===== config.mk =====
export PLATFORM = sky130hd
export DESIGN_NAME = gva_prep
export DESIGN_NICKNAME = d
export VERILOG_FILES = /design/src/hdl/gaze_vector_to_angles_assert.svh /design/src/hdl/gva_pkg.sv /design/src/hdl/gva_prep.sv
export SDC_FILE = /design/constraint.sdc
export NUM_CORES = 1
export LEC_CHECK = 0
export BUFFER_PORTS_ARGS = -buffer_cell sky130_fd_sc_hd__buf_2
export CORE_MARGIN = 2
export CORE_UTILIZATION = 40
export CTS_CLUSTER_SIZE = 40
export DETAILED_ROUTE_END_ITERATION = 12
export GPL_TIMING_DRIVEN = 0
export PLACE_DENSITY_LB_ADDON = 0.05
export REMOVE_ABC_BUFFERS = 1
export SYNTH_ARGS = -nofsm -noshare
export SYNTH_HDL_FRONTEND = slang
export SYNTH_SLANG_ARGS = --single-unit

===== constraint.sdc =====
create_clock -name clock -period 17.6 [get_ports clock]
set_clock_uncertainty 0.1 [all_clocks]
set_input_delay 2.64 -clock clock [delete_from_list [all_inputs] [get_ports clock]]
set_output_delay 2.64 -clock clock [all_outputs]
set_load 0.01 [all_outputs]

===== src/hdl/gaze_vector_to_angles_assert.svh =====
`ifndef GAZE_VECTOR_TO_ANGLES_ASSERT_SVH
`define GAZE_VECTOR_TO_ANGLES_ASSERT_SVH

// implication checked in the same cycle
`define GVA_ASSERT_SAME(label, clk, rst, ante, cons) \
   label: assert property (@(posedge clk) disable iff (rst) (ante) |-> (cons)) \
      else $error("gaze_vector_to_angles assertion failed");

// implication checked in the next cycle
`define GVA_ASSERT_NEXT(label, clk, rst, ante, cons) \
   label: assert property (@(posedge clk) disable iff (rst) (ante) |=> (cons)) \
      else $error("gaze_vector_to_angles assertion failed");

`endif


===== src/hdl/gva_pkg.sv =====
package gva_pkg;

   localparam int COORD_W   = 29;
   localparam int ANGLE_W   = 27;
   localparam int PROD_W    = 32;
   localparam int TABLE_LEN = 24;

   typedef logic signed [COORD_W-1:0] coord_type;
   typedef logic signed [ANGLE_W-1:0] angle_type;
   typedef logic signed [PROD_W-1:0]  prod_type;

   typedef struct packed {
      logic zero;
      logic axis;
   } flags_type;

   typedef struct packed {
      flags_type flags;
      coord_type yk;
   } p1_side_type;

   typedef struct packed {
      flags_type flags;
      angle_type yaw;
   } p2_side_type;

   localparam prod_type  GAIN_Q14  = 32'sd26981;
   localparam angle_type DEG90     = 27'sd5898240;
   localparam angle_type ROUND_ADD = 27'sd256;
   localparam angle_type YAW_MIN   = -27'sd11520;
   localparam angle_type YAW_MAX   = 27'sd34560;
   localparam angle_type PITCH_MAX = 27'sd11520;

   localparam logic signed [16:0] YAW_ZERO_VEC   = 17'sd11520;
   localparam logic signed [14:0] PITCH_ZERO_VEC = 15'sd0;

   localparam angle_type ATAN_TABLE [0:TABLE_LEN-1] = '{
      27'sd2949120, 27'sd1740967, 27'sd919879, 27'sd466945,
      27'sd234379,  27'sd117304,  27'sd58666,  27'sd29335,
      27'sd14668,   27'sd7334,    27'sd3667,   27'sd1833,
      27'sd917,     27'sd458,     27'sd229,    27'sd115,
      27'sd57,      27'sd29,      27'sd14,     27'sd7,
      27'sd4,       27'sd2,       27'sd1,      27'sd0
   };

endpackage


===== src/hdl/gva_prep.sv =====
module gva_prep (
   input  logic                clock,
   input  logic                reset,
   input  logic                en,
   input  logic                in_valid,
   input  logic signed [15:0]  vec_x,
   input  logic signed [15:0]  vec_y,
   input  logic signed [15:0]  vec_z,
   output logic                out_valid,
   output gva_pkg::coord_type  out_a,
   output gva_pkg::coord_type  out_b,
   output gva_pkg::angle_type  out_ang,
   output gva_pkg::p1_side_type out_side
);
   import gva_pkg::*;

   logic        valid_ff;
   coord_type   a_ff, b_ff, a_in, b_in;
   angle_type   ang_ff, ang_in;
   p1_side_type side_ff, side_in;
   coord_type   x_w, z_w;
   prod_type    y_prod;

   // coordinates widened by 8 fraction bits
   assign x_w    = coord_type'(vec_x) <<< 8;
   assign z_w    = coord_type'(vec_z) <<< 8;
   assign y_prod = prod_type'(vec_y) * GAIN_Q14;

   always_comb begin
      side_in.flags.zero = (vec_x == 16'sd0) && (vec_y == 16'sd0) && (vec_z == 16'sd0);
      side_in.flags.axis = (vec_x == 16'sd0) && (vec_z == 16'sd0);
      side_in.yk         = coord_type'(y_prod >>> 6);
      if (vec_x[15]) begin
         if (!vec_z[15]) begin
            a_in   = z_w;
            b_in   = -x_w;
            ang_in = DEG90;
         end else begin
            a_in   = -z_w;
            b_in   = x_w;
            ang_in = -DEG90;
         end
      end else begin
         a_in   = x_w;
         b_in   = z_w;
         ang_in = '0;
      end
   end

   always_ff @(posedge clock) begin
      if (reset) begin
         valid_ff <= 1'b0;
      end else if (en) begin
         valid_ff <= in_valid;
      end
   end

   always_ff @(posedge clock) begin
      if (en) begin
         a_ff    <= a_in;
         b_ff    <= b_in;
         ang_ff  <= ang_in;
         side_ff <= side_in;
      end
   end

   assign out_valid = valid_ff;
   assign out_a     = a_ff;
   assign out_b     = b_ff;
   assign out_ang   = ang_ff;
   assign out_side  = side_ff;
endmodule


* Word-level counts from Yosys, hierarchy flattened
Index checks and enable logic that the tools add are counted.
Operators by class: add/subtract/negate cells 2, bitwise gates (word level) 1, reduce and logical (&&, ||, !) cells 8, multipliers 1, mux-type cells 5
Operator list (count):
- $mux 29 | 2
- $neg 24->29 | 2
- $logic_not 16->1 | 3
- $mux 23 | 2
- $mul 16x16->32 const B | 1
- $mux 27 | 1
- $logic_and 1x1->1 | 3
- $reduce_and 2->1 | 1
- $reduce_or 2->1 | 1
- $not 1->1 | 1
Word-level totals: flip-flop bits (word level) 114, bits of input ports 52, logic and storage cells 26

* Longest topological paths before layout
depth in word-level cells 3, depth in mapped cells 23, mapped depth without buffers 21

* Least setup slack after synthesis
No wires, ideal clock.
kind input -> register, from input vec_y[15], to register side_ff (netlist bit out_side[24]) (data pin), data arrival time 7.269 ns, buffers on the path 1, setup time 0.262 ns, cell stages on the path 19, path slack 9.970 ns, cells stage by stage clkinv_1 -> fa_1 -> inv_1 -> ha_1 -> clkbuf_1 -> inv_1 -> fa_1 -> inv_1 -> fa_1 -> inv_1 -> fa_1 -> inv_1 -> ha_1 -> o21a_1 -> nor2_1 -> a211oi_1 -> nor3b_2 -> o21ai_1 -> xor2_1
RTL lines:
- start: declaration | line gva_prep.sv:7 | input logic signed [15:0] vec_y,
- end signal: assignment | line gva_prep.sv:63 | side_ff <= side_in;
- end: declaration | line gva_prep.sv:20 | p1_side_type side_ff, side_in;

==> impl_metrics.ini <==
[critical_path]
critPathMaxStageDelay_ns = 0.89
cp_max_fo = 30
required_ns = 17.57
startpoint = vec_y[15]
r2r_start = out_valid
rrSetupSlack_ns = 16.93
arrival_ns = 8.66
crit_type = in2reg
start_kind = primary input
crit_chain = buf_2 -> clkinv_1 -> fa_1 -> inv_1 -> ha_1 -> fa_1 -> inv_1 -> fa_1 -> fa_1 -> inv_1 -> ha_1 -> nand2_1 -> o21ai_0 -> inv_1 -> a211oi_1 -> nor2_2 -> a31oi_1 -> xor2_1
crit_path_end_kind = flip-flop
cp_slowest_cell = fa_1

[sta]
finalSetupViolations = 0
period_share_pct = 49.3
worst_slew_pin_slew_ns = 1.03
fmax_ghz = 0.115
finalMaxSlewViolations = 0
setup-tns-final_ns = 0
period_needed_ns = 8.68
rsz0062_at_grt = false
hold_viol_final = 0
relSlewSlack_pct = 31.6

[global_route]
grtUsageMet1_pct = 24.2
grt_pass1_wl_mm = 28.9
grt_pass1_vias = 5625
grt_util_met2_pct = 26.4
use_met3_pct = 2.10
grt.total_usage_pct = 16.5
grt_max_degree = 73
grt_remaining_overflow = 0
antenna_found_initial = 0
grt-busiest-layer = met2

[floorplanning]
num_rows = 53
pin_count = 169
die_x_microns = 149
core_area_sq_um = 20900
die_y_microns = 149
start_util_pct = 40.5
dieArea_sq_um = 22300

[clock_tree]
cts.repair.resized = 0
cts_tree = yes
clkLatencyLatePin_ns = 0.32
cts_buffers = 9
post_cts_buffers = 0
clock_sinks = 73
cts-htree-levels = 3
postCtsHoldBufs = 0
cts_root_buf = clkbuf_16
cts.clk_slew.worst_paths_ns = 0.06
cts_buffer_depth = 2

[place]
port_buffers = 135
place.gp.congestion = 0.805
dp_hpwl_mm = 14.8
postPlaceCellArea_sq_um = 9240

[power_and_ir_drop]
power_density_nw_per_um2 = 179
p_total_mw = 1.71
pwr-share-clk_pct = 11.4
p_int_uw = 945
sequentialPowerShare_pct = 18.1
leakagePower_nw = 4.67
p_comb_share_pct = 70.5
p_sw_share_pct = 44.8
peakVddDrop_uv = 102
p_sw_uw = 767

[routing]
dr.pass1.iters = 4
drcViolationCount = 0
ant_nets = 0
vias_per_cell = 4.65
vias = 5836
drt_iter0_markers = 178
wl_per_cell_microns = 14.5
routed_wl_mm = 18.2

[synthesis]
synth_edf_count = 72
ys_warn_count = 0
synthArstFlopShare_pct = 0
synth_area_per_cell_sq_um = 9.88
ys_top_cells_by_area = edfxtp_1, fa_1, ha_1
synth_seq_area_share_pct = 25.8
synth_cells = 857
yosysUniqueCellTypes = 61
yosys.area.top_type = edfxtp_1
synth_top_area_share_pct = 25.5
postSynthRegisterBits = 73
yosysMostFrequentCell = inv_1
synth_common_cells = inv_1, ha_1, fa_1
synth_area_sq_um = 8460
synth_flop_cell = edfxtp_1

[cells_and_area]
drive_gt1_share_pct = 17.6
post-route-cell-area_sq_um = 9560
diodes = 0
nets = 1216
finalCoreUtilization_pct = 45.8
area_delta_synth_final_pct = 12.9

[run]
cap_violations = 0

[hold_path]
hold_class = reg2reg
worst_hold_startpoint = out_valid

[status]
status = finished, final reports clean
==> metal layers <==
metal / wire [microns] / vias to the layer above / part of all wire (%)
met4: 125 / 0 / 0.69
met5: 0 / - / 0
met3: 1060 / 8 / 5.8
li1: - / 2955 / -
met1: 8780 / 2716 / 48
met2: 8190 / 157 / 45
==> worst max-delay path, delay by kind of cell <==
| kind | cells | cell delay [ns] |
|---|---|---|
| AOI/OAI and AO/OA | 3 | 0.98 |
| adders and majority gates | 6 | 3.21 |
| buffers and inverters | 6 | 1.54 |
| xor gates and xnor gates | 1 | 0.09 |
| and+or+nand+nor | 2 | 0.18 |
==> layout by cell type (no fill, tap or decap), drive strengths merged, types with 3 or more instances in the layout <==
master	count
a21o	9
a21oi	56
a221oi	3
a31o	4
a31oi	9
and3	4
buf	136
clkbuf	12
conb	38
edfxtp	72
fa	78
ha	112
inv	173
mux2	4
mux2i	8
nand2	28
nand2b	4
nand3	6
nand4	7
nor2	64
nor2b	10
nor3	5
nor4	6
o21a	3
o21ai	25
o31ai	3
o41ai	4
xnor2	37
xor2	29
==> power by group through the flow <==
stage | Combinational (mW) | Sequential, mW | Clock, mW
floorplan | 0.896 | 0.342 | 0
global placement | 1.21 | 0.313 | 0
detailed placement | 1.22 | 0.314 | 0
CTS | 1.22 | 0.310 | 0.201
global route | 1.39 | 0.314 | 0.208
finish | 1.21 | 0.310 | 0.195
==> cells by family after synthesis <==
| logic type | count (synthesis) | share of synthesized area [%] |
|---|---|---|
| buffers and inverters | 240 | 12.6 |
| adders and majority gates | 190 | 35.0 |
| and+or+nand+nor | 144 | 8.23 |
| AOI/OAI and AO/OA | 131 | 10.0 |
| DFF | 73 | 25.8 |
| xor gates and xnor gates | 66 | 6.83 |
| muxes | 12 | 1.48 |
| other | 1 | 0.0443 |
==> path summary, 6_finish.rpt <==
| path | end | cells past startpoint |
|---|---|---|
| worst min register to register | out_valid | 2 |
| worst min-delay path | out_valid | 2 |
| worst max-delay path | out_side[23] | 18 |
| worst max register to register | out_valid | 2 |
==> stage by stage <==
stage | worst slack, ns | hold WS (ns) | std cells
6_report | 8.92 | 0.394 | 1254
5_1_grt | 8.41 | 0.478 | 1254
3_3_place_gp | 8.46 | 0.377 | 1237
3_5_place_dp | 8.47 | 0.389 | 1238
2_1_floorplan | 10.10 | 0.428 | 827
4_1_cts | 8.79 | 0.403 | 1254
==> layout make-up <==
| class | count | area, sq um |
|---|---|---|
| fillers | 2089 | 11300 |
| multi-input cells | 581 | 5350 |
| flip-flops and latches | 73 | 2180 |
| repair buffers | 136 | 706 |
| inverters | 173 | 649 |
| well taps | 275 | 344 |
| clock buffers | 12 | 246 |
| clock inverters | 4 | 76.3 |
==> registers in the layout, indices dropped and copies added, names as in the netlist <==
name and flops:
out_valid 1, out_side 28, out_b 20, out_a 21, out_ang 3
Power figures use the tool's default switching activity.
