**config.mk**
```make
export PLATFORM = sky130hd
export DESIGN_NAME = gva_cordic
export DESIGN_NICKNAME = d
export VERILOG_FILES = /design/src/hdl/gaze_vector_to_angles_assert.svh /design/src/hdl/gva_pkg.sv /design/src/hdl/gva_cordic.sv
export SDC_FILE = /design/constraint.sdc
export NUM_CORES = 2
export LEC_CHECK = 0
export BUFFER_PORTS_ARGS = -buffer_cell sky130_fd_sc_hd__buf_2
export CAP_MARGIN = 20
export CORE_MARGIN = 5
export CORE_UTILIZATION = 25
export DETAILED_ROUTE_END_ITERATION = 16
export GPL_TIMING_DRIVEN = 0
export PLACE_DENSITY = 0.38
export SLEW_MARGIN = 15
export SYNTH_ARGS = -nofsm -noshare
export SYNTH_HDL_FRONTEND = slang
export SYNTH_SLANG_ARGS = --single-unit
```
**constraint.sdc**
```tcl
create_clock -name clock -period 14.04 [get_ports clock]
set_input_delay 0.702 -clock clock [delete_from_list [all_inputs] [get_ports clock]]
set_output_delay 0.702 -clock clock [all_outputs]
set_load 0.01 [all_outputs]
```
**src/hdl/gaze_vector_to_angles_assert.svh**
```systemverilog
`ifndef GAZE_VECTOR_TO_ANGLES_ASSERT_SVH
`define GAZE_VECTOR_TO_ANGLES_ASSERT_SVH

// implication checked in the same cycle
`define GVA_ASSERT_SAME(label, clk, rst, ante, cons) \
   label: assert property (@(posedge clk) disable iff (rst) (ante) |-> (cons)) \
      else $error("gaze_vector_to_angles assertion failed");

// implication checked in the next cycle
`define GVA_ASSERT_NEXT(label, clk, rst, ante, cons) \
   label: assert property (@(posedge clk) disable iff (rst) (ante) |=> (cons)) \
      else $error("gaze_vector_to_angles assertion failed");

`endif

```
**src/hdl/gva_pkg.sv**
```systemverilog
package gva_pkg;

   localparam int COORD_W   = 29;
   localparam int ANGLE_W   = 27;
   localparam int PROD_W    = 32;
   localparam int TABLE_LEN = 24;

   typedef logic signed [COORD_W-1:0] coord_type;
   typedef logic signed [ANGLE_W-1:0] angle_type;
   typedef logic signed [PROD_W-1:0]  prod_type;

   typedef struct packed {
      logic zero;
      logic axis;
   } flags_type;

   typedef struct packed {
      flags_type flags;
      coord_type yk;
   } p1_side_type;

   typedef struct packed {
      flags_type flags;
      angle_type yaw;
   } p2_side_type;

   localparam prod_type  GAIN_Q14  = 32'sd26981;
   localparam angle_type DEG90     = 27'sd5898240;
   localparam angle_type ROUND_ADD = 27'sd256;
   localparam angle_type YAW_MIN   = -27'sd11520;
   localparam angle_type YAW_MAX   = 27'sd34560;
   localparam angle_type PITCH_MAX = 27'sd11520;

   localparam logic signed [16:0] YAW_ZERO_VEC   = 17'sd11520;
   localparam logic signed [14:0] PITCH_ZERO_VEC = 15'sd0;

   localparam angle_type ATAN_TABLE [0:TABLE_LEN-1] = '{
      27'sd2949120, 27'sd1740967, 27'sd919879, 27'sd466945,
      27'sd234379,  27'sd117304,  27'sd58666,  27'sd29335,
      27'sd14668,   27'sd7334,    27'sd3667,   27'sd1833,
      27'sd917,     27'sd458,     27'sd229,    27'sd115,
      27'sd57,      27'sd29,      27'sd14,     27'sd7,
      27'sd4,       27'sd2,       27'sd1,      27'sd0
   };

endpackage

```
**src/hdl/gva_cordic.sv**
```systemverilog
module gva_cordic #(
   parameter int STAGES = 16,
   parameter int SIDE_W = 1
) (
   input  logic               clock,
   input  logic               reset,
   input  logic               en,
   input  logic               in_valid,
   input  gva_pkg::coord_type in_a,
   input  gva_pkg::coord_type in_b,
   input  gva_pkg::angle_type in_ang,
   input  logic [SIDE_W-1:0]  in_side,
   output logic               out_valid,
   output gva_pkg::coord_type out_a,
   output gva_pkg::angle_type out_ang,
   output logic [SIDE_W-1:0]  out_side
);
   import gva_pkg::*;

   logic              valid_ff [STAGES];
   coord_type         a_ff     [STAGES];
   coord_type         b_ff     [STAGES];
   angle_type         ang_ff   [STAGES];
   logic [SIDE_W-1:0] side_ff  [STAGES];

   for (genvar i = 0; i < STAGES; i++) begin : g_stage
      logic              valid_cur;
      coord_type         a_cur, b_cur, a_in, b_in;
      angle_type         ang_cur, ang_in;
      logic [SIDE_W-1:0] side_cur;

      if (i == 0) begin : g_first
         assign valid_cur = in_valid;
         assign a_cur     = in_a;
         assign b_cur     = in_b;
         assign ang_cur   = in_ang;
         assign side_cur  = in_side;
      end else begin : g_next
         assign valid_cur = valid_ff[i-1];
         assign a_cur     = a_ff[i-1];
         assign b_cur     = b_ff[i-1];
         assign ang_cur   = ang_ff[i-1];
         assign side_cur  = side_ff[i-1];
      end

      // turn toward the positive a axis
      always_comb begin
         if (!b_cur[COORD_W-1]) begin
            a_in   = a_cur + (b_cur >>> i);
            b_in   = b_cur - (a_cur >>> i);
            ang_in = ang_cur + ATAN_TABLE[i];
         end else begin
            a_in   = a_cur - (b_cur >>> i);
            b_in   = b_cur + (a_cur >>> i);
            ang_in = ang_cur - ATAN_TABLE[i];
         end
      end

      always_ff @(posedge clock) begin
         if (reset) begin
            valid_ff[i] <= 1'b0;
         end else if (en) begin
            valid_ff[i] <= valid_cur;
         end
      end

      always_ff @(posedge clock) begin
         if (en) begin
            a_ff[i]    <= a_in;
            b_ff[i]    <= b_in;
            ang_ff[i]  <= ang_in;
            side_ff[i] <= side_cur;
         end
      end
   end

   assign out_valid = valid_ff[STAGES-1];
   assign out_a     = a_ff[STAGES-1];
   assign out_ang   = ang_ff[STAGES-1];
   assign out_side  = side_ff[STAGES-1];
endmodule

```
Yosys cells after proc, flatten, opt, wreduce, memory -nomap -nowiden
Memory sizes are Yosys's and may differ from the RTL's.
Index checks and enable logic that the tools add are counted.

word-level totals
  register bits after elaboration = 0
  memory bits (writable) = 1392
  output and inout bits = 58
  word-level logic and storage cells = 186
  memories kept = 5

memory list
  name      words  width  read ports  clocked after Yosys merged registers in  write ports  RTL line          text
  a_ff      16     29     16          0                                        16           gva_cordic.sv:21  coord_type a_ff [STAGES];
  b_ff      16     29     15          0                                        16           gva_cordic.sv:22  coord_type b_ff [STAGES];
  ang_ff    16     27     16          0                                        16           gva_cordic.sv:23  angle_type ang_ff [STAGES];
  side_ff   16     1      16          0                                        16           gva_cordic.sv:24  logic [SIDE_W-1:0] side_ff [STAGES];
  valid_ff  16     1      16          0                                        16           gva_cordic.sv:20  logic valid_ff [STAGES];

operators by class
  add/sub/neg operators = 95
  muxes and demuxes = 70
  bitwise logic cells = 16

operator list
  cell              number
  $mux 29           32
  $mux 27           16
  $add 29x14->29    2
  $add 29x15->29    2
  $add 29x16->29    2
  $add 29x17->29    2
  $add 29x18->29    2
  $add 29x19->29    2
  $add 29x20->29    2
  $add 29x21->29    2
  $add 29x22->29    2
  $add 29x23->29    2
  $add 29x24->29    2
  $add 29x25->29    2
  $add 29x26->29    2
  $add 29x27->29    2
  $add 29x28->29    2
  $sub 29x14->29    2
  $sub 29x15->29    2
  $sub 29x16->29    2
  $sub 29x17->29    2
  $sub 29x18->29    2
  $sub 29x19->29    2
  $sub 29x20->29    2
  other kinds (44)  89

Longest topological paths before layout
  depth after elaboration = 4
  mapped depth = 21

Least setup slack after synthesis
Ideal clock, no wire load.

  path kind = register -> register
  start = mem b_ff[0][57] (netlist name)
  end = mem b_ff[0][85] (netlist name), data pin
  setup time = 263 ps
  arrival = 4179 ps
  data required time = 13777 ps
  path slack = 9599 ps
  stages on the path, launching flop included = 18
  path buffers = 3
  clock period less this slack = 4441 ps
  path through = edfxtp_1 > clkbuf_1 > clkbuf_1 > buf_1 > nor2_1 > xor2_1 > ha_1 > o21ai_0 > nor2_1 > o31a_1 > a221o_2 > a41oi_2 > a21oi_2 > a41o_1 > o41a_1 > a21o_1 > o41ai_2 > xnor2_1

RTL lines
  item                RTL line
  start: declaration  gva_cordic.sv:22

==> metrics.cfg <==
[status]
status=complete, no violations

[worst_setup_path]
category_of_the_worst_setup_path_capture_point=register
crit_family=compound AO/OA/AOI/OAI gates
largest_driver_fanout_on_the_critical_path=17
worst-path-buf-inv=2
crit_required_ps=14670
crit_slowest_cell=edfxtp_1
timing.setup.critical_path_class=reg -> reg
timing.critical_path.slowest_cell_delay_ps=920
type_of_origin_of_the_critical_path=register
arrival_ps=6820
critical_path_cell_by_cell=clkbuf_1 > buf_1 > mux2_2 > fa_1 > a21o_1 > a21oi_1 > o21ai_0 > a311oi_2 > a211oi_1 > nor2_1 > o21ai_0 > a221oi_1 > o31ai_1 > a21oi_1 > xnor2_1

[clock_network]
cts_made_buffers=191
clock-sinks=1347
cts.htree.levels=4
cts-root-to-sink-buffers=4
cts_hold_buffers=18
path_clk_slew_ps=50
clock_latency_ps=890
post_cts_resized=0
clk_root_buffer_cell=clkbuf_16
tritoncts=done
post-cts-setup-buffers=0

[sta]
finalSetupViolCount=0
fmaxAchievable_ghz=0.161
fin_skew_ps=40.3
hold_viol_final=0
timing_max_transition_violations_final=0
max-slew-margin-rel=0.275
tightestPinTransition_ps=1080
unrepaired_setup_endpoints_after_global_routing=false
layout_worst_path_cycle_share=0.441
min_period_ps=6200
setup_tns_ps=0

[synth]
yosysWarningCount=0
synth_common_cells=1,370 x ha_1, 1,347 x edfxtp_1, 1,286 x a21oi_1, 1,145 x nor2_1, 1,117 x xnor2_1
synth-edff-count=1347
synth_top_family_by_area=compound AO/OA/AOI/OAI gates
synthTopCellsByArea=edfxtp_1 35%, ha_1 15%, xnor2_1 8.6%, a21oi_1 5.6%, xor2_1 4.1%
syn_area_um2=114000
postSynthRegisterBits=1347
synthCells=12000
yosys.area_share.xor_xnor=0.127
async_reset_ff_frac=0
dominantRegCellSynth=edfxtp_1
netlist.top_cell.by_area=edfxtp_1
ys_seq_area_frac=0.354
synth.lib_cells_used.distinct=96
synth-simple-area-share=0.142
synthesis.area_per_instance_um2=9.49
most_instantiated_library_cell_after_synthesis=ha_1
synth.area.mux_share=0.00520
synth.net_count=13500
synth_compound_area_frac=0.186
post_synth_fa_ha_maj_area_fraction=0.158
synth_top_cell_area_share=0.354

[detailed_routing]
top_signal_layer_used=met4
drt_iter0_markers=4376
drc_errors=0
wl_met3_um=9200
number_of_nets_with_antenna_violations_after_detailed_routing=0
dr.pass1.iters=7
via_count=87200
met2_wirelength_um=161000
vias_per_cell=4.70
m1WireLength_um=153000
route.detailed.wl_per_inst_um=17.8
wl_um=331000

[job]
max_cap_viol_count=0

[global_routing]
grt_pass1_vias=87200
overall_track_demand_over_capacity_in_global_routing=0.136
grt.overflow.total=0
number_of_antenna_violations_at_the_first_check_in_global_routing=6
maximum_number_of_pins_on_one_net_before_global_route_repair=138
global_route_wire_length_before_repair_um=517000

[layout]
area_delta_synth_final_pct=13.2
postLayoutCoreUtil=0.284
post_route_cells_drive_above_1_share=0.0490
fillCellCount=48400
layout.nets=13900
total_area_of_multi_input_combinational_cells_um2=70600
ff_latch_area_um2=40400

[floorplanning]
coreArea_um2=456000
effective_utilization_at_floorplan=0.251
floorplan.io_pins=148
die_height_um=686
dieArea_um2=471000
floorplan.die.width_um=686
row_count=248

[placed_design]
place.gp.congestion=0.812
portBuffers=147
place_hpwl_um=267000

[min_path]
hold_class=in -> reg

==> cell type report <==
class / count / share of cell area
Inverter: 606 / 0.0176
Multi-Input combinational cell: 9870 / 0.546
Timing Repair Buffer: 185 / 0.0106
Buffer: 209 / 0.00694
Antenna cell: 6 / 0.000116
Clock inverter: 122 / 0.00979
Tap cell: 6000 / 0.0581
Sequential cell: 1347 / 0.313
Clock buffer: 222 / 0.0379
==> path summary, 6_finish.rpt <==
check	to	from	depth (start not counted)	slack (ps)
setup / recovery	b_ff[0][144]	b_ff[0][115]	15	7840
hold / removal	ang_ff[0][16]	in_ang[16]	2	130
setup reg to reg	b_ff[0][144]	b_ff[0][115]	15	7840
hold reg to reg	side_ff[0][3]	side_ff[0][2]	0	420
==> per-layer routing <==
| layer | track usage | vias to the layer above |
|---|---|---|
| met5 | 0 | - |
| met2 | 0.241 | 1039 |
| met3 | 0.0143 | 345 |
| met1 | 0.177 | 40800 |
| li1 | - | 45000 |
| met4 | 0.0334 | 0 |
==> logic make-up after synthesis <==
logic type / count (synthesis)
multiplexers: 56
XOR/XNOR: 1652
AND/OR/NAND/NOR: 3363
adder cells (fa/ha/maj): 1417
buffers and inverters: 815
flip-flops: 1347
AO/OA/AOI/OAI: 3382
==> worst reg2reg max path, cell delays in order, from the launching register on <==
cell and delay (ps):
edfxtp_1 920, clkbuf_1 600, buf_1 670, mux2_2 480, fa_1 440, a21o_1 170
a21oi_1 300, o21ai_0 300, a311oi_2 450, a211oi_1 170, nor2_1 190, o21ai_0 190
a221oi_1 640, o31ai_1 170, a21oi_1 200, xnor2_1 90
==> registers in the layout (all words and copies together), names as in the netlist <==
name / cells
ang_ff: 432
b_ff: 419
a_ff: 464
valid_ff: 16
side_ff: 16
==> stage by stage <==
stage / cells / instance area (µm²) / worst slack [ps] / hold slack (ps)
after floorplan: 12000 / 114000 / 9600 / 400
after global placement: 18200 / 122000 / -12050 / 404
after detailed placement: 18200 / 123000 / 7530 / 406
after CTS: 18600 / 129000 / 7510 / 3.22
after global routing: 18600 / 129000 / 7380 / 63.8
final: 18600 / 129000 / 7840 / 131
==> cell usage in the layout, fill, tap and decap left out, types with 122 or more instances in the layout <==
cell,synthesis,layout
and3_1,154,154
nand2b_1,165,165
o21a_1,153,153
clkbuf_16,0,191
nor2_1,1145,1145
nand2_1,613,613
nor2b_1,189,189
edfxtp_1,1347,1347
nor3_1,324,324
xor2_1,535,535
buf_2,3,151
a31oi_1,122,122
a21oi_1,1286,1286
nand3_1,232,232
o21bai_1,155,155
clkbuf_1,153,181
inv_1,602,602
o21ai_0,543,543
xnor2_1,1117,1117
a21o_1,488,488
ha_1,1370,1370
Power is left out: the tool's default activity adds up to more than one toggle a clock period on the data nets, which glitch-free logic cannot reach.
