## src/hdl/gaze_vector_to_angles_assert.svh

```systemverilog
`ifndef GAZE_VECTOR_TO_ANGLES_ASSERT_SVH
`define GAZE_VECTOR_TO_ANGLES_ASSERT_SVH

// implication checked in the same cycle
`define GVA_ASSERT_SAME(label, clk, rst, ante, cons) \
   label: assert property (@(posedge clk) disable iff (rst) (ante) |-> (cons)) \
      else $error("gaze_vector_to_angles assertion failed");

// implication checked in the next cycle
`define GVA_ASSERT_NEXT(label, clk, rst, ante, cons) \
   label: assert property (@(posedge clk) disable iff (rst) (ante) |=> (cons)) \
      else $error("gaze_vector_to_angles assertion failed");

`endif

```

## src/hdl/gva_pkg.sv

```systemverilog
package gva_pkg;

   localparam int COORD_W   = 29;
   localparam int ANGLE_W   = 27;
   localparam int PROD_W    = 32;
   localparam int TABLE_LEN = 24;

   typedef logic signed [COORD_W-1:0] coord_type;
   typedef logic signed [ANGLE_W-1:0] angle_type;
   typedef logic signed [PROD_W-1:0]  prod_type;

   typedef struct packed {
      logic zero;
      logic axis;
   } flags_type;

   typedef struct packed {
      flags_type flags;
      coord_type yk;
   } p1_side_type;

   typedef struct packed {
      flags_type flags;
      angle_type yaw;
   } p2_side_type;

   localparam prod_type  GAIN_Q14  = 32'sd26981;
   localparam angle_type DEG90     = 27'sd5898240;
   localparam angle_type ROUND_ADD = 27'sd256;
   localparam angle_type YAW_MIN   = -27'sd11520;
   localparam angle_type YAW_MAX   = 27'sd34560;
   localparam angle_type PITCH_MAX = 27'sd11520;

   localparam logic signed [16:0] YAW_ZERO_VEC   = 17'sd11520;
   localparam logic signed [14:0] PITCH_ZERO_VEC = 15'sd0;

   localparam angle_type ATAN_TABLE [0:TABLE_LEN-1] = '{
      27'sd2949120, 27'sd1740967, 27'sd919879, 27'sd466945,
      27'sd234379,  27'sd117304,  27'sd58666,  27'sd29335,
      27'sd14668,   27'sd7334,    27'sd3667,   27'sd1833,
      27'sd917,     27'sd458,     27'sd229,    27'sd115,
      27'sd57,      27'sd29,      27'sd14,     27'sd7,
      27'sd4,       27'sd2,       27'sd1,      27'sd0
   };

endpackage

```

## src/hdl/gva_finish.sv

```systemverilog
module gva_finish (
   input  logic                 clock,
   input  logic                 reset,
   input  logic                 en,
   input  logic                 in_valid,
   input  gva_pkg::angle_type   in_pitch,
   input  gva_pkg::p2_side_type in_side,
   output logic                 out_valid,
   output logic signed [16:0]   out_yaw,
   output logic signed [14:0]   out_pitch,
   output logic                 out_zero
);
   import gva_pkg::*;

   logic               valid_ff;
   logic signed [16:0] yaw_ff, yaw_in;
   logic signed [14:0] pitch_ff, pitch_in;
   logic               zero_ff;
   angle_type          yaw_raw, yaw_r, pitch_r;

   assign yaw_raw = in_side.flags.axis ? DEG90 : in_side.yaw + DEG90;
   assign yaw_r   = (yaw_raw + ROUND_ADD) >>> 9;
   assign pitch_r = (in_pitch + ROUND_ADD) >>> 9;

   always_comb begin
      if (in_side.flags.zero) begin
         yaw_in   = YAW_ZERO_VEC;
         pitch_in = PITCH_ZERO_VEC;
      end else begin
         if (yaw_r < YAW_MIN) begin
            yaw_in = YAW_MIN[16:0];
         end else if (yaw_r > YAW_MAX) begin
            yaw_in = YAW_MAX[16:0];
         end else begin
            yaw_in = yaw_r[16:0];
         end
         if (pitch_r < -PITCH_MAX) begin
            pitch_in = 15'(-PITCH_MAX);
         end else if (pitch_r > PITCH_MAX) begin
            pitch_in = PITCH_MAX[14:0];
         end else begin
            pitch_in = pitch_r[14:0];
         end
      end
   end

   always_ff @(posedge clock) begin
      if (reset) begin
         valid_ff <= 1'b0;
      end else if (en) begin
         valid_ff <= in_valid;
      end
   end

   always_ff @(posedge clock) begin
      if (en) begin
         yaw_ff   <= yaw_in;
         pitch_ff <= pitch_in;
         zero_ff  <= in_side.flags.zero;
      end
   end

   assign out_valid = valid_ff;
   assign out_yaw   = yaw_ff;
   assign out_pitch = pitch_ff;
   assign out_zero  = zero_ff;
endmodule

```

## config.mk

```make
export PLATFORM = sky130hd
export DESIGN_NAME = gva_finish
export DESIGN_NICKNAME = d
export VERILOG_FILES = /design/src/hdl/gaze_vector_to_angles_assert.svh /design/src/hdl/gva_pkg.sv /design/src/hdl/gva_finish.sv
export SDC_FILE = /design/constraint.sdc
export NUM_CORES = 1
export LEC_CHECK = 0
export BUFFER_PORTS_ARGS = -buffer_cell sky130_fd_sc_hd__buf_2
export CAP_MARGIN = 0
export CORE_UTILIZATION = 50
export DETAILED_ROUTE_END_ITERATION = 16
export PLACE_DENSITY = 0.8
export SYNTH_ARGS = -nofsm -noshare
export SYNTH_HDL_FRONTEND = slang
export SYNTH_SLANG_ARGS = --single-unit
export TNS_END_PERCENT = 10
```

## constraint.sdc

```tcl
create_clock -name clock -period 12.31 [get_ports clock]
set_input_delay 2.462 -clock clock [delete_from_list [all_inputs] [get_ports clock]]
set_output_delay 2.462 -clock clock [all_outputs]
set_load 0.01 [all_outputs]
```

==> Word-level counts from Yosys, hierarchy flattened <==
Cells that the tools add are included.
{ "word_totals": {"reg_bits": 34, "latchBits": 0, "ramBits": 0, "mem_bits_ro": 0, "input_bits": 60, "output_inout_bits": 34, "elab_cells": 22, "memories": 0} }
{ "classes": {"add_sub_neg": 3, "multipliers": 0, "n_div": 0, "n_lt_le_gt_ge": 4, "n_eq_ne": 0, "shifts": 0, "muxes": 5, "bitwise": 0, "n_reduce_logical": 3} }
{ "ops": {"columns": ["cell", "count"], "rows": [
  ["27-bit by 10-bit adder with 27-bit output, second input constant", 2],
  ["18-bit by 15-bit less-than comparator with 1-bit output, second input constant", 2],
  ["17-bit 2-to-1 mux", 2],
  ["15-bit 2-to-1 mux", 2],
  ["27-bit by 24-bit adder with 27-bit output, second input constant", 1],
  ["27-bit 2-to-1 mux", 1],
  ["18-bit by 15-bit > comparator with 1-bit output, second input constant", 1],
  ["18-bit by 17-bit > comparator with 1-bit output, second input constant", 1],
  ["3-bit OR reduction", 2],
  ["2-bit OR reduction", 1]
]} }

==> Depth between registers and ports, before layout <==
Gate-level depths: netlist (run 1).
{ "depth": {"ltp_word": 6, "ltp_mapped": 14, "mapped_depth_nobuf": 10} }

==> Worst setup path after synthesis (run 1) <==
OpenSTA, ideal clock, no wires.
{ "synth_path": {"kind": "input to register", "start": "input port in_side[27] (netlist bit)", "end": "register yaw_ff[8], in the netlist out_yaw[8] (data pin)", "setup_time_ns": 0.265, "arrival_ns": 5.347, "required_time_ns": 12.045, "slack_ns": 6.698, "stages": 13, "path_cell_list": "buf_2 buf_1 clkbuf_1 nor2b_1 ha_1 nand4b_1 or4_1 a2111oi_2 nand4_1 xnor2_2 nor2_1 a22oi_4 or3_1"} }
{ "synth_between": {"elab_chain_len": 4, "word_cells_on_any_way": 5, "classes_between": "add/sub (1); order compare (2); mux (1); reduce/logical (1)"} }
{ "synth_rtl": {"columns": ["item", "line", "text"], "rows": [
  ["start: declaration", "gva_finish.sv:7", "input gva_pkg::p2_side_type in_side,"],
  ["27-bit 2-to-1 mux *", "gva_finish.sv:21", "assign yaw_raw = in_side.flags.axis ? DEG90 : in_side.yaw + DEG90;"],
  ["27-bit by 10-bit adder with 27-bit output *", "gva_finish.sv:22", "assign yaw_r = (yaw_raw + ROUND_ADD) >>> 9;"],
  ["18-bit by 15-bit less-than comparator with 1-bit output / 18-bit by 17-bit > comparator with 1-bit output (equally long branches)", "gva_finish.sv:30, gva_finish.sv:32", null],
  ["3-bit OR reduction (no source line)", null, null],
  ["end signal: assignment", "gva_finish.sv:57", "yaw_ff <= yaw_in;"],
  ["end: declaration", "gva_finish.sv:16", "logic signed [16:0] yaw_ff, yaw_in;"]
]} }
Every way passes the cells marked *; elsewhere a longest branch is shown, timed or not.
A chain may end at the register's enable or synchronous reset.

==> Worst setup path after layout (run 1) <==
{ "layout_path": {"start": "input port in_side[27] (netlist bit)", "end": "register yaw_ff[11], in the netlist out_yaw[11] (data pin)"} }
{ "layout_between": {"elab_chain_len": 5, "word_cells_on_any_way": 6, "classes_between": "add/sub (1); order compare (2); mux (3)"} }
{ "layout_rtl": {"columns": ["item", "line", "text"], "rows": [
  ["27-bit 2-to-1 mux *", "gva_finish.sv:21", null],
  ["27-bit by 10-bit adder with 27-bit output *", "gva_finish.sv:22", null],
  ["18-bit by 17-bit > comparator with 1-bit output", "gva_finish.sv:32", "end else if (yaw_r > YAW_MAX) begin"],
  ["17-bit 2-to-1 mux", "gva_finish.sv:32", null],
  ["17-bit 2-to-1 mux *", "gva_finish.sv:30", "if (yaw_r < YAW_MIN) begin"]
]} }
Marked as above.

==> summary.md, run 1 <==
| Metric | Value |
|---|---|
| Initial antenna violation count | `0` |
| H-tree depth | `2` |
| Die width | `77.54 um` |
| Clock Skews | `0 ns` |
| Crit path arrival time | `5.49 ns` |
| Pin count of the biggest net entering global routing | `35` |
| Filler cells | `481` |
| Clock tree sinks | `34` |
| Clock buffer count from CTS | `5` |
| Total Wirelength | `6337 um` |
| Final instance area | `0.003348 mm2` |
| FF+latch count, synth | `34` |
| Synth Area per Inst | `9.605 um2` |
| Setup Buffers After CTS | `0` |
| Layout area overhead | `17.37%` |
| Worst stage delay on the critical path | `0.55 ns` |
| R2R setup slack | `11.73 ns` |
| Hold buffer count at cts | `0` |
| Critical path cell sequence | `buf_2 > nor2b_1 > ha_1 > nand4b_1 > or4_1 > a2111oi_2 > nand2_1 > xnor2_1 > o21ai_1 > a22oi_4 > o21bai_1` |
| Synthesized instance count | `297` |
| Clock root cell | `clkbuf_8` |
| Post-cts sizing count | `0` |
| Most common cell after layout, fill and taps aside | `buf_2` |
| Gr usage total | `22.01%` |
| Multi-input combinational cell area | `0.001754 mm2` |
| Number of global-route vias before repair | `2,335` |
| Post-synth ARST share | `0%` |
| Worst Path Buf+Inv | `1` |
| DRC viols | `0` |
| Worst Hold End | `out_valid` |
| Routability Congestion | `0.8261` |
| Fmax achieved | `182.6 MHz` |
| Power Total | `0.0002977 W` |
| Power per cell area | `88.92 mW/mm2` |
| Initial detailed-routing violation count | `136` |
| Period utilisation layout | `44.49%` |
| RSZ-0062 raised after global routing | `false` |
| Share of cells above drive strength 1 | `30.71%` |
| Most frequent cells in the layout | `77 x buf_2, 33 x nor2_1, 33 x edfxtp_1, 15 x xnor2_1, 14 x nand3_1` |
| Global-route congestion overflow total | `0` |
| Crit Path Max Fanout | `31` |
| Synth Net Count | `360` |
| N_diodes | `0` |
| RR Endpoint | `out_valid` |
| Vias per inst | `5.741` |
| Final setup fails | `0` |
| Register area share after synthesis | `35.44%` |
| CP required | `12.32 ns` |
| Max VDD drop | `0.04662 mV` |
| Crit Path Category | `in -> reg` |
| Hold/Removal Path Class | `reg -> reg` |
| Core area | `0.005507 mm2` |
| Final Critical Period | `5.477 ns` |
| CP startpoint kind | `input pin` |
| Clock-pin slew on the worst setup and hold paths | `0.07 ns` |
| Max clock buf depth | `2` |
| Die Area | `0.006012 mm2` |
| Post-detail-place hpwl | `4731 um` |
| Pins Over Slew Limit | `0` |
| TNS Setup | `0 ns` |
| Slew @ Worst Pin | `0.7822 ns` |
| Outcome | `complete, no violations` |
| Slew margin rel. | `47.85%` |
| Hold Vio Cnt, Final | `0` |
| Num ports | `94` |
| Per-cell routed wire length | `14.40 um` |
| FF/Latch Area | `0.001011 mm2` |
| First-pass GRT wire length | `10,640 um` |
| Leak Pwr | `1.232 nW` |
| Via count | `2,526` |
| Cell area after placement | `0.003263 mm2` |
| Worst hold start | `out_valid` |
| Critical-path top delay cell | `or4_1` |
| IO Port Bufs | `77` |
| Critical path capture point type | `flop` |
| Clk_lat worst skew | `0.28 ns` |
| Worst reg2reg startpoint | `out_valid` |
| DIE HEIGHT | `77.54 um` |
| Core Rows | `27` |
| Starting Density | `51.81%` |
| Synth Flop Type | `edfxtp_1` |
| Pre-antenna DRT Iters | `4` |
| R2R cell count | `2` |
| Max-cap viol count | `0` |
| Yosys Warn Count | `0` |
| CP delay by family, top | `compound AO/OA/AOI/OAI gates` |
| Cell variety after synth | `67` |
| Post-Syn Area | `0.002853 mm2` |
| Number of synthesized flops with an enable pin | `33` |
| CTS tree | `done` |
| Final nets | `430` |
| Hold path depth | `2` |
| Final antenna-violating net count | `0` |
[layout make-up]
class / instances / share of cell area [%]
Inverter: 6 / 0.6726
Multi-Input combinational cell: 243 / 52.39
Tap cell: 72 / 2.691
Timing Repair Buffer: 77 / 11.51
Sequential cell: 34 / 30.19
Clock inverter: 3 / 0.4858
Clock buffer: 5 / 2.055
[per-stage QoR]
| step | instances | util (%) | hold WS, ns | setup slack (ns) |
|---|---|---|---|---|
| 4_1_cts | 440 | 60.80 | 0.5105 | 6.819 |
| 3_3_place_gp | 432 | 59.26 | 0.4688 | 6.622 |
| 6_report | 440 | 60.80 | 0.4956 | 6.833 |
| 5_1_grt | 440 | 60.80 | 0.5270 | 6.565 |
| 3_5_place_dp | 432 | 59.26 | 0.4919 | 6.545 |
| 2_1_floorplan | 297 | - | 0.5279 | 6.698 |
[worst register-to-register path, stage by stage (launching register included)]
cell,delay [ns]
dfxtp_1,0.31
mux2i_1,0.12
nor2_1,0.05
[how the worst max path moves through the flow]
stage / from / endpoint / slack [ns] / depth (start not counted)
3_5_place_dp: in_side[27] / out_yaw[11] / 6.55 / 11
2_1_floorplan: in_side[27] / out_yaw[8] / 6.70 / 13
3_3_place_gp: in_side[27] / out_yaw[13] / 6.62 / 11
5_1_grt: in_side[27] / out_yaw[11] / 6.57 / 11
6_report: in_side[27] / out_yaw[11] / 6.83 / 11
4_1_cts: in_side[27] / out_yaw[11] / 6.82 / 11
[Yosys cell counts, types with 3 or more instances]
library cell	count	area (um2)
a211oi_1	7	52.55
a21oi_1	13	65.06
a31oi_1	5	31.28
and2_1	5	31.28
and3_1	6	37.54
buf_2	4	20.02
clkbuf_1	8	30.03
edfxtp_1	33	991.0
ha_1	3	37.54
inv_1	6	22.52
mux2_2	3	33.78
mux2i_1	6	60.06
nand2_1	13	48.80
nand2b_1	3	18.77
nand3_1	14	70.07
nand4_1	10	62.56
nor2_1	33	123.9
nor2b_1	8	50.05
nor3_1	6	30.03
nor4_1	3	18.77
nor4_2	6	75.07
o21ai_0	12	60.06
o21bai_1	4	30.03
or3_1	3	18.77
or4_1	6	45.04
xnor2_1	15	131.4
xor2_1	13	113.9
[registers in the layout, summed over array words and instances (netlist names)]
| name | flops |
|---|---|
| out_pitch | 15 |
| out_valid | 1 |
| out_yaw | 17 |
| out_zero | 1 |
[cell families (layout without fill, tap and decap cells)]
logic type | after synthesis | after routing | synth area share (%)
flip-flops | 34 | 34 | 35.44
AND/OR/NAND/NOR | 133 | 133 | 29.04
adder cells (fa/ha/maj) | 3 | 3 | 1.316
XOR/XNOR | 30 | 30 | 10.13
AO/OA/AOI/OAI | 68 | 68 | 17.72
multiplexers | 9 | 9 | 3.289
buffers and inverters | 20 | 91 | 3.070
[where the power goes]
group,internal (W),switching [W]
sequential,0.000137,0.00000192
clock,0.0000387,0.0000429
combinational,0.0000296,0.0000473
total,0.000206,0.0000921
[metal layers]
layer	share of wire [%]	track usage, %	up-vias
met4	1.4	7.736	0
met1	44	26.75	1180
met3	3.9	3.529	7
met2	51	39.12	61
li1	-	-	1278
met5	0	0	-
(Power assumes the default switching activity.)
==> inputs of run 2 (changes only) <==
==> constraint.sdc (replaced) <==
create_clock -name clock -period 5.45 [get_ports clock]
set_input_delay 1.09 -clock clock [delete_from_list [all_inputs] [get_ports clock]]
set_output_delay 1.09 -clock clock [all_outputs]
set_load 0.01 [all_outputs]
==> run 2 against run 1 <==
  * Worst setup slack worse by 5.6 ns
  * First-iteration DRC count decreased by 13%
  * Flip-flop and latch count is the same
  * Critical path depth stayed put
  * Power is 130% higher
  * Clock skew unchanged
  * Utilization unchanged
  * Non-clock buffer count did not move
  * Count of clock-buffer cells in the layout is the same
  * Register-to-register slack worse by 6.9 ns
  * Global-route usage increased by 0.79 points
  * Cell count is the same
  * Critical endpoint is now out_yaw[13]
  * Largest power group unchanged
==> summary.md, run 2 (synthesis gave the netlist of run 1 again) <==
| Metric | Value |
|---|---|
| Die width | `77.54 um (unchanged)` |
| CP required | `5.47 ns (was 12.32 ns)` |
| Via count | `2,561 (was 2,526)` |
| Total Wirelength | `6491 um (was 6337 um)` |
| Crit Path Category | `in -> reg (unchanged)` |
| Pin count of the biggest net entering global routing | `35 (unchanged)` |
| Final Util | `60.80% (unchanged)` |
| Crit Path Max Fanout | `31 (unchanged)` |
| Cell area after placement | `0.003263 mm2 (unchanged)` |
| Final WS setup | `1.280 ns (was 6.833 ns)` |
| Worst slack at placement | `1.058 ns (was 6.545 ns)` |
| Routability Congestion | `0.8255 (was 0.8261)` |
| Critical path startpoint | `in_side[27] (unchanged)` |
| Vias per inst | `5.820 (was 5.741)` |
| Core Rows | `27 (unchanged)` |
| Per-cell routed wire length | `14.75 um (was 14.40 um)` |
| CP startpoint kind | `input pin (unchanged)` |
| Pre-antenna DRT Iters | `4 (unchanged)` |
| Outcome | `complete, no violations (unchanged)` |
| Slew @ Worst Pin | `0.7568 ns (was 0.7822 ns)` |
| First-pass GRT wire length | `10,960 um (was 10,640 um)` |
| Share of cells above drive strength 1 | `30.71% (unchanged)` |
| Largest register FFs | `17 (unchanged)` |
| Clock tree sinks | `34 (unchanged)` |
| Post-cts sizing count | `0 (unchanged)` |
| Most frequent cells in the layout | `77 x buf_2, 33 x nor2_1, 33 x edfxtp_1, 15 x xnor2_1, 14 x nand3_1 (unchanged)` |
| Num ports | `94 (unchanged)` |
| IO Port Bufs | `77 (unchanged)` |
| RSZ-0062 raised after global routing | `false (unchanged)` |
| Power per cell area | `201.3 mW/mm2 (was 88.92 mW/mm2)` |
| Max-cap viol count | `0 (unchanged)` |
| DRC viols | `0 (unchanged)` |
| Final nets | `430 (unchanged)` |
| Hold/Removal Path Class | `reg -> reg (unchanged)` |
| Initial detailed-routing violation count | `119 (was 136)` |
| Gr usage total | `22.80% (was 22.01%)` |
| Setup Buffers After CTS | `0 (unchanged)` |
| Pins Over Slew Limit | `0 (unchanged)` |
| Layout area overhead | `17.37% (unchanged)` |
| Clock root cell | `clkbuf_8 (unchanged)` |
| Final instance area | `0.003348 mm2 (unchanged)` |
| N_diodes | `0 (unchanged)` |
| Post-detail-place hpwl | `4818 um (was 4731 um)` |
| Final Critical Period | `4.170 ns` |
| Initial antenna violation count | `0 (unchanged)` |
| Max VDD drop | `0.1023 mV (was 0.04662 mV)` |
| Slew margin rel. | `49.54% (was 47.85%)` |
| Global-route congestion overflow total | `0 (unchanged)` |
| Final antenna-violating net count | `0 (unchanged)` |
| TNS Setup | `0 ns (unchanged)` |
| Number of global-route vias before repair | `2,443 (was 2,335)` |
| Starting Density | `51.81% (unchanged)` |
| Worst hold start | `out_valid (unchanged)` |
| Fmax achieved | `239.8 MHz` |
| Clock Skews | `0 ns (unchanged)` |
| CTS tree | `done (unchanged)` |
| Clk_lat worst skew | `0.28 ns (about the same)` |
| Max clock buf depth | `2 (unchanged)` |
| Worst reg2reg startpoint | `out_valid (unchanged)` |
| Clock buffer count from CTS | `5 (unchanged)` |
| Clock-pin slew on the worst setup and hold paths | `0.07 ns (about the same)` |
| Critical path capture point type | `flop (unchanged)` |
| Period utilisation layout | `76.52%` |
| Most common cell after layout, fill and taps aside | `buf_2 (unchanged)` |
| Leak Pwr | `1.232 nW (unchanged)` |
| Core area | `0.005507 mm2 (unchanged)` |
| Crit path arrival time | `4.19 ns (was 5.49 ns)` |
| Final setup fails | `0 (unchanged)` |
| Hold Vio Cnt, Final | `0 (unchanged)` |
| DIE HEIGHT | `77.54 um (unchanged)` |
| H-tree depth | `2 (unchanged)` |
| Hold buffer count at cts | `0 (unchanged)` |
| Die Area | `0.006012 mm2 (unchanged)` |
run 2: cell counts in the layout (fill, tap and decap cells not counted):
Identical to the previous run, type by type.
run 2: routing by layer:
layer	track usage (%)	routed length, um
met5	0	0
met4	7.358	74
met3	4.353	297
met2	41.50	3368
met1	26.70	2750
run 2: area by class of cell:
cell class | count | area [um2]
repair buffers | 77 | 385.4
flip-flops and latches | 34 | 1011
multi-input cells | 243 | 1754
clock inverters | 3 | 16.27
inverters | 6 | 22.52
fillers | 505 | 2158
well taps | 72 | 90.09
clock buffers | 5 | 68.82
run 2: report_power, final:
part	internal (W)	total (W)	switching (W)	leakage, nW
combinational	0.0000670	0.000175	0.000108	0.865
sequential	0.000310	0.000315	0.00000459	0.326
clock	0.0000874	0.000184	0.0000968	0.0416
run 2: critical path, stage by stage:
cell and delay, ns:
buf_2 0.30, nor2b_1 0.20, ha_1 0.25, nand4b_1 0.17, or4_1 0.56, a2111oi_2 0.31, nand4_1 0.24, xnor2_2 0.33
nor2_1 0.14, a22oi_4 0.45, o21bai_1 0.13
run 2: per-stage QoR:
| step | total power [W] | cells | hold slack, ns |
|---|---|---|---|
| 6_report | 0.0006740 | 440 | 0.4910 |
| 5_1_grt | 0.0007042 | 440 | 0.5173 |
| 3_3_place_gp | 0.0004890 | 432 | 0.4690 |
| 4_1_cts | 0.0006756 | 440 | 0.5022 |
| 2_1_floorplan | 0.0004283 | 297 | 0.5279 |
| 3_5_place_dp | 0.0004942 | 432 | 0.4863 |
run 2: final timing paths:
kind | to | slack [ns] | cells past startpoint
setup / recovery | out_yaw[13] | 1.28 | 11
hold reg to reg | out_valid | 0.49 | 2
setup reg to reg | out_valid | 4.87 | 2
hold / removal | out_valid | 0.49 | 2
==> inputs of run 3 (changes only) <==
==> constraint.sdc (replaced) <==
create_clock -name clock -period 4.1 [get_ports clock]
set_input_delay 0.82 -clock clock [delete_from_list [all_inputs] [get_ports clock]]
set_output_delay 0.82 -clock clock [all_outputs]
set_load 0.01 [all_outputs]
==> run 3 against run 2 <==
  * Highest routed layer unchanged
  * Worst setup slack got worse by 0.83 ns
  * Clock skew unchanged
  * Cell area rose by 0.90%
  * First-iteration DRC count is 15% higher
  * Cell count rose by 0.91%
==> summary.md, run 3 (synthesis gave the netlist of run 1 again) <==
| Metric | Value |
|---|---|
| Outcome | `complete, no violations (unchanged)` |
| Clock buffer count from CTS | `5 (unchanged)` |
| First-pass GRT wire length | `10,960 um (unchanged)` |
| Worst slack at placement | `0.2060 ns (was 1.058 ns)` |
| Clk_lat worst skew | `0.28 ns (about the same)` |
| Final WS setup | `0.4531 ns (was 1.280 ns)` |
| Pins Over Slew Limit | `0 (unchanged)` |
| Power per cell area | `267.0 mW/mm2 (was 201.3 mW/mm2)` |
| Crit Path Category | `in -> reg (unchanged)` |
| IO Port Bufs | `77 (unchanged)` |
| Clock-pin slew on the worst setup and hold paths | `0.07 ns (about the same)` |
| Most frequent cells in the layout | `77 x buf_2, 33 x nor2_1, 33 x edfxtp_1, 15 x xnor2_1, 14 x nand3_1 (unchanged)` |
| Crit Path Max Fanout | `12 (was 31)` |
| Worst Path Buf+Inv | `1 (unchanged)` |
| Final setup fails | `0 (unchanged)` |
| DIE HEIGHT | `77.54 um (unchanged)` |
| Layout area overhead | `18.42% (was 17.37%)` |
| Period utilisation layout | `88.95%` |
| Pre-antenna DRT Iters | `4 (unchanged)` |
| Final nets | `434 (was 430)` |
| Fin cells | `444 (was 440)` |
| Post-cts sizing count | `0 (unchanged)` |
| N_diodes | `0 (unchanged)` |
| Gr usage total | `22.82% (was 22.80%)` |
| Critical path capture point type | `flop (unchanged)` |
| Total Wirelength | `6393 um (was 6491 um)` |
| Hold Vio Cnt, Final | `0 (unchanged)` |
| Crit path arrival time | `3.67 ns (was 4.19 ns)` |
| Worst stage delay on the critical path | `0.59 ns (was 0.56 ns)` |
| Fmax achieved | `274.2 MHz` |
| Hold/Removal Path Class | `reg -> reg (unchanged)` |
| FF/Latch Area | `0.001011 mm2 (unchanged)` |
| Clock tree sinks | `34 (unchanged)` |
| Initial antenna violation count | `0 (unchanged)` |
| Filler cells | `491 (was 505)` |
| CP startpoint kind | `input pin (unchanged)` |
| Clock root cell | `clkbuf_8 (unchanged)` |
| Number of global-route vias before repair | `2,379 (was 2,443)` |
| Most common cell after layout, fill and taps aside | `buf_2 (unchanged)` |
| Num ports | `94 (unchanged)` |
| Critical-path top delay cell | `or4_1 (unchanged)` |
| TNS Setup | `0 ns (unchanged)` |
| Max clock buf depth | `2 (unchanged)` |
| Final Critical Period | `3.647 ns` |
| Clock Skews | `0 ns (unchanged)` |
| Max-cap viol count | `0 (unchanged)` |
| Critical path cell sequence | `buf_2 > nor2b_1 > ha_1 > nand4b_1 > or4_1 > a2111oi_2 > nand4_1 > xnor2_2 > nor2_1 > a22oi_4 > o21bai_1 (unchanged)` |
| Initial detailed-routing violation count | `137 (was 119)` |
| Hold buffer count at cts | `0 (unchanged)` |
| Starting Density | `51.81% (unchanged)` |
| Core Rows | `27 (unchanged)` |
| RSZ-0062 raised after global routing | `false (unchanged)` |
| CP delay by family, top | `simple AND/OR/NAND/NOR gates (unchanged)` |
| Die width | `77.54 um (unchanged)` |
| Slew @ Worst Pin | `0.7591 ns (was 0.7568 ns)` |
| Vias per inst | `5.795 (was 5.820)` |
| Global-route congestion overflow total | `0 (unchanged)` |
| CTS tree | `done (unchanged)` |
| CP required | `4.12 ns (was 5.47 ns)` |
| H-tree depth | `2 (unchanged)` |
| Post-Route Hold Slack | `0.4967 ns (was 0.4910 ns)` |
| DRC viols | `0 (unchanged)` |
| Leak Pwr | `1.252 nW (was 1.232 nW)` |
| Max VDD drop | `0.1434 mV (was 0.1023 mV)` |
| Final antenna-violating net count | `0 (unchanged)` |
| Routability Congestion | `0.8473 (was 0.8255)` |
| Via count | `2,573 (was 2,561)` |
| Core area | `0.005507 mm2 (unchanged)` |
| Pin count of the biggest net entering global routing | `35 (unchanged)` |
| Slew margin rel. | `49.39% (was 49.54%)` |
| Multi-input combinational cell area | `0.001754 mm2 (unchanged)` |
| Share of cells above drive strength 1 | `31.45% (was 30.71%)` |
| Die Area | `0.006012 mm2 (unchanged)` |
| Largest register FFs | `17 (unchanged)` |
| Per-cell routed wire length | `14.40 um (was 14.75 um)` |
| Setup Buffers After CTS | `0 (unchanged)` |
| Placed Instances | `436 (was 432)` |
| Post-detail-place hpwl | `4790 um (was 4818 um)` |
run 3: cell type report:
| cell class | count | area share [%] |
|---|---|---|
| Sequential cell | 34 | 29.93 |
| Clock inverter | 3 | 0.4815 |
| Timing Repair Buffer | 81 | 12.30 |
| Clock buffer | 5 | 2.037 |
| Inverter | 6 | 0.6667 |
| Multi-Input combinational cell | 243 | 51.93 |
| Tap cell | 72 | 2.667 |
run 3: through the flow:
step | util (%) | power, W | area (um2)
6_report | 61.35 | 0.0009020 | 3378
5_1_grt | 61.35 | 0.0009450 | 3378
4_1_cts | 61.35 | 0.0009050 | 3378
3_5_place_dp | 59.80 | 0.0006598 | 3293
3_3_place_gp | 59.80 | 0.0006544 | 3293
2_1_floorplan | - | 0.0005693 | 2853
run 3: power by group:
part / switching (W) / internal, W / total, W
clock network: 0.000133 / 0.000116 / 0.000249
logic: 0.000142 / 0.0000923 / 0.000235
registers: 0.00000610 / 0.000412 / 0.000418
run 3: path summary, 6_finish.rpt:
path | from | end | slack (ns) | cells past startpoint
min | out_valid | out_valid | 0.50 | 2
max | in_side[27] | out_yaw[13] | 0.45 | 11
min reg2reg | out_valid | out_valid | 0.50 | 2
max reg2reg | out_valid | out_valid | 3.52 | 2
run 3: layer usage:
metal,GRT usage (%),up-vias,part of all wire (%)
met5,0,-,0
met4,7.358,0,1.4
met3,3.647,7,5.1
met2,40.35,78,51
met1,28.17,1200,42
li1,-,1288,-
run 3: tightest hold or removal path, stage by stage (launching register included):
cell	delay, ns
dfxtp_1	0.33
mux2i_1	0.06
nor2_1	0.07
